--- config.mk ---
export PLATFORM = sky130hd
export DESIGN_NAME = length_prefixed_bit_deframer_unit
export DESIGN_NICKNAME = d
export VERILOG_FILES = /design/src/rtl/core/lpbd_pkg.sv /design/src/rtl/core/lpbd_bit_engine.sv /design/src/rtl/core/length_prefixed_bit_deframer_unit.sv
export SDC_FILE = /design/constraint.sdc
export NUM_CORES = 1
export LEC_CHECK = 0
export BUFFER_PORTS_ARGS = -buffer_cell sky130_fd_sc_hd__buf_2
export CORE_ASPECT_RATIO = 0.6
export CORE_MARGIN = 2
export CORE_UTILIZATION = 25
export DETAILED_ROUTE_END_ITERATION = 8
export GPL_ROUTABILITY_DRIVEN = 0
export PLACE_DENSITY = 0.48
export SYNTH_ARGS = -nofsm -noshare
export SYNTH_HDL_FRONTEND = slang
export SYNTH_HIERARCHICAL = 1
export SYNTH_SLANG_ARGS = --single-unit
--- constraint.sdc ---
create_clock -name i_clk -period 7.48 [get_ports i_clk]
set_input_delay 1.122 -clock i_clk [delete_from_list [all_inputs] [get_ports i_clk]]
set_output_delay 1.122 -clock i_clk [all_outputs]
set_load 0.05 [all_outputs]
--- src/rtl/core/lpbd_pkg.sv ---
// ----------------------------------------------------------------------------
// Length-prefixed bit deframer package
// Shared constants and the result type of the deframer.
// ----------------------------------------------------------------------------
package lpbd_pkg;

    localparam int LPBD_LENGTH_FIELD_BITS = 20;
    localparam int LPBD_WORD_BITS         = 32;
    localparam int LPBD_BYTE_BITS         = 8;
    localparam int LPBD_MAX_RESULTS       = 5;
    localparam int LPBD_SKIP_W            = 5;
    localparam int LPBD_NBITS_W           = 4;
    localparam logic [LPBD_SKIP_W-1:0] LPBD_SKIP_RESET = 5'd8;

    typedef struct packed {
        logic [LPBD_BYTE_BITS-1:0] data_byte;
        logic [LPBD_NBITS_W-1:0]   byte_bits;
        logic                      frame_last;
        logic                      frame_empty;
    } t_lpbd_result;

endpackage

--- src/rtl/core/lpbd_bit_engine.sv ---
// ----------------------------------------------------------------------------
// Deframer bit engine
// Takes one stream bit per step, gathers the length field, then packs the
// payload into bytes and reports a result whenever a byte or a frame ends.
// ----------------------------------------------------------------------------
module lpbd_bit_engine
    import lpbd_pkg::*;
#(
    parameter int LENGTH_FIELD_BITS = LPBD_LENGTH_FIELD_BITS
) (
    input  logic         i_clk,
    input  logic         i_rst_n,
    input  logic         i_step,
    input  logic         i_bit,
    output logic         o_emit,
    output t_lpbd_result o_result
);

    localparam int LEN_W = LENGTH_FIELD_BITS;
    localparam int CNT_W = $clog2(LENGTH_FIELD_BITS + 1);

    logic             r_in_payload, n_in_payload;
    logic [LEN_W-1:0] r_acc, n_acc;
    logic [CNT_W-1:0] r_acc_bits, n_acc_bits;
    logic [LEN_W-1:0] r_rem, n_rem;

    logic [LEN_W-1:0]          shifted;
    logic [CNT_W-1:0]          bits_inc;
    logic [LEN_W-1:0]          rem_dec;
    logic [LPBD_BYTE_BITS-1:0] low_byte;
    logic [2:0]                pad;

    always_comb begin
        shifted      = {r_acc[LEN_W-2:0], i_bit};
        bits_inc     = r_acc_bits + 1'b1;
        rem_dec      = (r_rem != '0) ? r_rem - 1'b1 : r_rem;
        low_byte     = shifted[LPBD_BYTE_BITS-1:0];
        pad          = 3'(4'(LPBD_BYTE_BITS) - bits_inc[LPBD_NBITS_W-1:0]);
        n_in_payload = r_in_payload;
        n_acc        = shifted;
        n_acc_bits   = bits_inc;
        n_rem        = r_rem;
        o_emit       = 1'b0;
        o_result     = '0;
        if (!r_in_payload) begin
            if (bits_inc >= CNT_W'(LENGTH_FIELD_BITS)) begin
                n_acc      = '0;
                n_acc_bits = '0;
                if (shifted == '0) begin
                    o_emit               = 1'b1;
                    o_result.frame_last  = 1'b1;
                    o_result.frame_empty = 1'b1;
                end else begin
                    n_in_payload = 1'b1;
                    n_rem        = shifted;
                end
            end
        end else begin
            n_acc = LEN_W'(low_byte);
            n_rem = rem_dec;
            if (bits_inc >= CNT_W'(LPBD_BYTE_BITS) || rem_dec == '0) begin
                o_emit              = 1'b1;
                o_result.data_byte  = low_byte << pad;
                o_result.byte_bits  = bits_inc[LPBD_NBITS_W-1:0];
                o_result.frame_last = (rem_dec == '0);
                n_acc               = '0;
                n_acc_bits          = '0;
                if (rem_dec == '0) begin
                    n_in_payload = 1'b0;
                end
            end
        end
    end

    always_ff @(posedge i_clk) begin
        if (!i_rst_n) begin
            r_in_payload <= 1'b0;
            r_acc        <= '0;
            r_acc_bits   <= '0;
            r_rem        <= '0;
        end else if (i_step) begin
            r_in_payload <= n_in_payload;
            r_acc        <= n_acc;
            r_acc_bits   <= n_acc_bits;
            r_rem        <= n_rem;
        end
    end

    assert property (@(posedge i_clk) disable iff (!i_rst_n)
        r_in_payload |-> r_acc_bits < CNT_W'(LPBD_BYTE_BITS))
        else $error("Payload bit count has passed a whole byte.");

    assert property (@(posedge i_clk) disable iff (!i_rst_n)
        r_in_payload |-> r_rem != '0)
        else $error("Payload active with no bits left.");

    assert property (@(posedge i_clk) disable iff (!i_rst_n)
        o_emit && !o_result.frame_empty |-> r_in_payload)
        else $error("Payload byte reported outside a payload.");

endmodule

--- src/rtl/core/length_prefixed_bit_deframer_unit.sv ---
// Latency: a result is registered at the end of the cycle that takes its last bit; the first
// bit of a word is taken, at the earliest, in the cycle after the word transaction is accepted.
// Word transactions do not overlap: a new word is accepted only after the word shift register
// has passed on every bit of the last, skipped bits included, one per cycle unless stalled.
// Output back-pressure pauses the bit engine only on a step that produces a result.
// Reset is synchronous and active low; it clears all control state and sets the skip to 8.
// ----------------------------------------------------------------------------
// Length-prefixed bit deframer
// Splits a stream of 32-bit words into length-prefixed frames and delivers
// each frame's payload as bytes, one bit of the stream per cycle unless stalled.
// ----------------------------------------------------------------------------
module length_prefixed_bit_deframer_unit
    import lpbd_pkg::*;
#(
    parameter int LENGTH_FIELD_BITS = LPBD_LENGTH_FIELD_BITS
) (
    input  logic                      i_clk,
    input  logic                      i_rst_n,
    input  logic                      i_cfg_valid,
    output logic                      o_cfg_ready,
    input  logic [LPBD_SKIP_W-1:0]    i_cfg_start_skip_bits,
    input  logic                      i_in_valid,
    output logic                      o_in_ready,
    input  logic [LPBD_WORD_BITS-1:0] i_stream_word,
    output logic                      o_out_valid,
    input  logic                      i_out_ready,
    output logic [LPBD_BYTE_BITS-1:0] o_data_byte,
    output logic [LPBD_NBITS_W-1:0]   o_byte_bits,
    output logic                      o_frame_last,
    output logic                      o_frame_empty
);

    localparam int POS_W = $clog2(LPBD_WORD_BITS + 1);
    localparam int RES_W = $clog2(LPBD_MAX_RESULTS + 1);

    logic                      r_busy;
    logic [POS_W-1:0]          r_cnt;
    logic [LPBD_SKIP_W-1:0]    r_drop;
    logic [LPBD_WORD_BITS-1:0] r_word;
    logic                      r_first_seen;
    logic [LPBD_SKIP_W-1:0]    r_skip;
    logic [RES_W-1:0]          r_res_cnt;
    logic                      r_out_valid;
    t_lpbd_result              r_out;

    logic         accept_in;
    logic         dropping;
    logic         slot_free;
    logic         res_full;
    logic         step;
    logic         eng_step;
    logic         eng_emit;
    logic         load_out;
    t_lpbd_result eng_result;

    assign accept_in = i_in_valid && !r_busy;
    assign dropping  = (r_drop != '0);
    assign slot_free = !r_out_valid || i_out_ready;
    assign res_full  = (r_res_cnt >= RES_W'(LPBD_MAX_RESULTS));
    assign step      = r_busy && (dropping || !eng_emit || slot_free || res_full);
    assign eng_step  = step && !dropping;
    assign load_out  = eng_step && eng_emit && !res_full;

    lpbd_bit_engine #(
        .LENGTH_FIELD_BITS(LENGTH_FIELD_BITS)
    ) u_engine (
        .i_clk   (i_clk),
        .i_rst_n (i_rst_n),
        .i_step  (eng_step),
        .i_bit   (r_word[LPBD_WORD_BITS-1]),
        .o_emit  (eng_emit),
        .o_result(eng_result)
    );

    always_ff @(posedge i_clk) begin
        if (!i_rst_n) begin
            r_busy       <= 1'b0;
            r_cnt        <= '0;
            r_drop       <= '0;
            r_first_seen <= 1'b0;
            r_res_cnt    <= '0;
        end else if (accept_in) begin
            r_busy       <= 1'b1;
            r_cnt        <= POS_W'(LPBD_WORD_BITS);
            r_drop       <= r_first_seen ? '0 : r_skip;
            r_first_seen <= 1'b1;
            r_res_cnt    <= '0;
        end else if (step) begin
            r_cnt <= r_cnt - 1'b1;
            if (dropping) begin
                r_drop <= r_drop - 1'b1;
            end
            if (r_cnt == POS_W'(1)) begin
                r_busy <= 1'b0;
            end
            if (load_out) begin
                r_res_cnt <= r_res_cnt + 1'b1;
            end
        end
    end

    always_ff @(posedge i_clk) begin
        if (accept_in) begin
            r_word <= i_stream_word;
        end else if (step) begin
            r_word <= {r_word[LPBD_WORD_BITS-2:0], 1'b0};
        end
    end

    always_ff @(posedge i_clk) begin
        if (!i_rst_n) begin
            r_skip <= LPBD_SKIP_RESET;
        end else if (i_cfg_valid) begin
            r_skip <= i_cfg_start_skip_bits;
        end
    end

    always_ff @(posedge i_clk) begin
        if (!i_rst_n) begin
            r_out_valid <= 1'b0;
        end else if (load_out) begin
            r_out_valid <= 1'b1;
        end else if (i_out_ready) begin
            r_out_valid <= 1'b0;
        end
    end

    always_ff @(posedge i_clk) begin
        if (load_out) begin
            r_out <= eng_result;
        end
    end

    assign o_cfg_ready   = 1'b1;
    assign o_in_ready    = !r_busy;
    assign o_out_valid   = r_out_valid;
    assign o_data_byte   = r_out.data_byte;
    assign o_byte_bits   = r_out.byte_bits;
    assign o_frame_last  = r_out.frame_last;
    assign o_frame_empty = r_out.frame_empty;

    assert property (@(posedge i_clk) disable iff (!i_rst_n)
        !r_busy |-> r_cnt == '0 && r_drop == '0)
        else $error("Word counters not cleared at the end of a transaction.");

    assert property (@(posedge i_clk) disable iff (!i_rst_n)
        load_out |-> slot_free)
        else $error("Result written over an output that has not been taken.");

    assert property (@(posedge i_clk) disable iff (!i_rst_n)
        r_out_valid && r_out.frame_empty |->
            r_out.frame_last && r_out.byte_bits == '0 && r_out.data_byte == '0)
        else $error("Malformed empty-frame result.");

    assert property (@(posedge i_clk) disable iff (!i_rst_n)
        r_out_valid && !r_out.frame_empty |->
            r_out.byte_bits != '0 && r_out.byte_bits <= LPBD_NBITS_W'(LPBD_BYTE_BITS))
        else $error("Byte bit count out of range.");

    assert property (@(posedge i_clk) disable iff (!i_rst_n)
        r_busy && r_drop != '0 |-> r_drop < r_cnt)
        else $error("Skip exceeds the bits left in the word.");

endmodule

==> results by stage <==
Clock tree:
- The number of H-tree branching levels is 4.
- The number of clock sinks is 113.
- Clock latency on the worst-skew pair, taken at its later pin, is 410 ps.
- TritonCTS built the clock tree.
- The number of hold buffers added after CTS was 0.
- The number of buffers on the longest clock path is 2.
- CTS placed an instance of clkbuf_16 at the clock tree root.
- The number of buffers created by CTS is 17.
- The register clock-pin slew on the reported worst setup and hold paths is 50 ps.
- The number of setup buffers added after CTS is 0.
- The number of instances resized during post-cts repair is 0.

Floorplanning:
- The initial standard-cell utilization of the core is 25.3%.
- The die is 206 um wide.
- 59 I/O pins were placed.
- The floorplan step defined a die boundary enclosing 25700 sq um.
- The standard-cell row count is 44.
- The region available for standard cell placement spans 24100 sq um.
- The die is 125 um tall.

Synth:
- The synthesized net count is 727.
- A synthesized cell averages around 9 sq um.
- The proportion of synthesized flip-flops having asynchronous set or reset is 0%.
- The total number of yosys warnings is 6.
- After synthesis the cells add up to 6090 sq um.
- The count of flip-flops with a built-in enable after synthesis is 46.
- The portion of the post-synthesis area used by sequential elements is between 40 and 50%.
- In this run, synthesis produced a sequential element count of 113.
- The distinct cell type count of the synthesized netlist is 76.
- The synthesized netlist cell count is 677.
- For this run, the leading register cell type out of synthesis is dfxtp_1.

Critical path:
- The critical path launch point type is a flip-flop.
- The worst setup path is captured at a flip-flop.
- On the worst path, the slowest cell contributes a delay of roughly 600 ps.
- The critical path required time is 7830 ps.
- The largest delay contributor family on the critical path is simple AND/OR/NAND/NOR gates.
- The critical path contains buffers and inverters numbering 2 combined.
- The cell type of the slowest stage on the worst timing path is or4b_4.
- The top fanout value on the critical path is 20.
- The critical path is of the flip-flop to flip-flop type.
- For the worst setup path, the data arrival time is roughly 5300 ps.
- The signal on the critical path passes through inv_1 > ha_1 > or4b_4 > nor4_2 > mux2i_1 > o211a_1 > and2_2 > a21oi_2 > o21ai_1 > and4_1 > nor2_1 > buf_4 > nor2b_1 > and2_1 > nand2_1 > a21boi_0 > o21a_1.

Pwr:
- The power share of the sequential group is a little over two fifths.
- Summed over all cells, the static leakage comes to 2.81 nW.
- Net switching is 24.7% of the power.
- The combinational fraction of design power is 8.7%.
- Dividing total power by cell area gives a power density of between 200 and 250 nW/um^2.
- Of the total power, the clock network draws 47.7%.
- The worst-case IR drop observed on VDD is about 0.00015 V.
- The overall power is between 0.0015 and 0.002 W.
- Cell internal power was estimated by the tool at 0.00122 W.
- The switching power summed over all nets is about 0.0004 W.

Drt:
- The final wirelength is 15800 um.
- In the final routed layout, each cell accounts on average for 15.1 um.
- The first TritonRoute pass finished after 5 iterations.
- In this run the remaining antenna-violating nets after routing total 0.
- The via-per-instance ratio is 4.82.
- The first routing iteration left 348 violations.
- The routed via count is 5051.
- The post-detailed-route DRC marker count is 0.

STA:
- Setup repair after global routing left no endpoint under its margin.
- In this run the tightest slew margin relative to its limit is 23.0%.
- After routing, the total negative slack on setup checks comes to 0 ps.
- The number of slew-limit violations in the final report is 0.
- The worst path needs 4940 ps of the cycle, external delays included.
- The setup slack after layout is 2540 ps.
- The maximum clock skew at final layout is 8.75 ps.
- For the pin with the worst max-slew slack, the measured transition is 1150 ps.
- The number of endpoints with negative hold slack in the final report came to 0.
- Setup violations remaining at the end of the flow were counted as 0.
- The worst path uses about two thirds of the clock period.
- The highest attainable clock frequency is 203 MHz.

Global routing:
- The maximum number of pins on one net before global-route repair is 65.
- The leftover overflow at the end of global routing is 0.
- The via count of the first global-routing pass came to about 4.6k.
- The global-route total usage across every layer is 12.9%.
- The initial antenna violation count was 0.
- The global-route wire length before repair is roughly 26000 um.

Placed design:
- After legalization and detailed placement, the total HPWL measured about 11000 um.
- The number of buffer cells added on primary ports is 57.
- The pre-CTS setup slack is 2620 ps.

Job:
- The number of max-cap violations is 0.

Cells and area:
- The share of layout cells above drive strength 1 is 17.2%.
- The area growth from synthesis to layout is 17.9%.
- The count of antenna diodes in the layout is 0.
- The count of nets after finishing is 763.

Run status:
- The run finished with clean final reports.

Min path:
- The class of the most critical hold timing path is flip-flop to flip-flop.
[worst reg2reg max path: stages (launching register included)]
cell and delay [ps]:
dfxtp_1 330, inv_1 150, ha_1 280, or4b_4 600, nor4_2 500, mux2i_1 220
o211a_1 200, and2_2 200, a21oi_2 480, o21ai_1 240, and4_1 310, nor2_1 120
buf_4 240, nor2b_1 220, and2_1 410, nand2_1 90, a21boi_0 170, o21a_1 130
[per-layer routing]
metal / up-vias / global-route usage (%) / part of all wire, %
met1: 2349 / 21.2 / 56
li1: 2534 / - / -
met3: 13 / 4.24 / 7.9
met2: 155 / 14.8 / 35
met5: - / 0 / 0
met4: 0 / 4.06 / 1.2
[kinds of logic after synthesis]
family / after synthesis / share of synthesized area [%]
flops: 113 / 44.7
buf+inv: 65 / 4.66
fa+ha+maj: 8 / 1.64
other cells: 1 / 0.0616
mux: 13 / 3.16
xor+xnor: 9 / 1.29
simple gates: 309 / 26.4
compound gates: 159 / 18.1
[cell usage after synthesis (all sizes together), types with 10 or more instances]
master    n  area, sq um
nor2b    29          181
a21boi   14          105
and2     11         70.1
edfxtp   46         1380
a32o     10          100
nor4     19          153
a21oi    39          199
or3      11         73.8
o21ai    34          170
clkbuf   33          124
inv      18         67.6
nor3     22          115
buf      13         88.8
dfxtp    67         1340
nor2     33          124
nand2   133          499
[worst paths after layout]
| kind | start | endpoint | slack [ps] | depth (start not counted) |
|---|---|---|---|---|
| hold reg to reg | r_res_cnt[2]$_SDFFE_PP0P_ | r_res_cnt[2]$_SDFFE_PP0P_ | 480 | 2 |
| setup reg to reg | u_engine/r_rem[0]$_SDFFE_PN0P_ | u_engine/r_acc_bits[4]$_SDFFE_PN0P_ | 2540 | 17 |
| setup / recovery | u_engine/r_rem[0]$_SDFFE_PN0P_ | u_engine/r_acc_bits[4]$_SDFFE_PN0P_ | 2540 | 17 |
| hold / removal | r_res_cnt[2]$_SDFFE_PP0P_ | r_res_cnt[2]$_SDFFE_PP0P_ | 480 | 2 |
[registers in the layout (all words and copies together), names as in the netlist, 3 cells and up]
name / cells
r_skip: 5
o_byte_bits: 4
u_engine/r_acc: 19
o_data_byte: 8
u_engine/r_rem: 20
r_word: 32
r_drop: 5
r_res_cnt: 3
r_cnt: 6
u_engine/r_acc_bits: 5
[power groups by stage]
stage	clock network, W	logic [W]	registers (W)
2_1_floorplan	0	0.000109	0.000709
3_3_place_gp	0	0.000143	0.000717
3_5_place_dp	0	0.000141	0.000718
4_1_cts	0.000791	0.000142	0.000706
5_1_grt	0.000823	0.000161	0.000711
6_report	0.000773	0.000140	0.000706
[layout make-up]
| cell class | instances | area, sq um |
|---|---|---|
| Inverter | 19 | 71.3 |
| Fill cell | 2537 | 16900 |
| Clock inverter | 10 | 82.6 |
| Tap cell | 322 | 403 |
| Sequential cell | 113 | 2720 |
| Clock buffer | 22 | 475 |
| Timing Repair Buffer | 63 | 330 |
| Multi-Input combinational cell | 499 | 3100 |
[placed cells by master (no fill, tap or decap), drive strengths merged, types with 10 or more instances in the layout]
cell and n:
nand2 133, a32o 10, nor2b 29, and2 11
dfxtp 67, buf 63, clkbuf 22, o21ai 34
nor3 22, or3 11, a21boi 14, nor2 33
inv 19, nor4 19, a21oi 39, edfxtp 46
[stage by stage]
stage               hold slack (ps)  instances  instance area (sq um)  util, %
detailed placement              473       1016                   6630     27.5
global placement                471       1016                   6630     27.5
finish                          482       1048                   7180     29.9
global route                    517       1048                   7180     29.9
floorplan                       450        677                   6090        -
CTS                             482       1048                   7180     29.9
No activity file was read; power rests on OpenSTA's default activity.
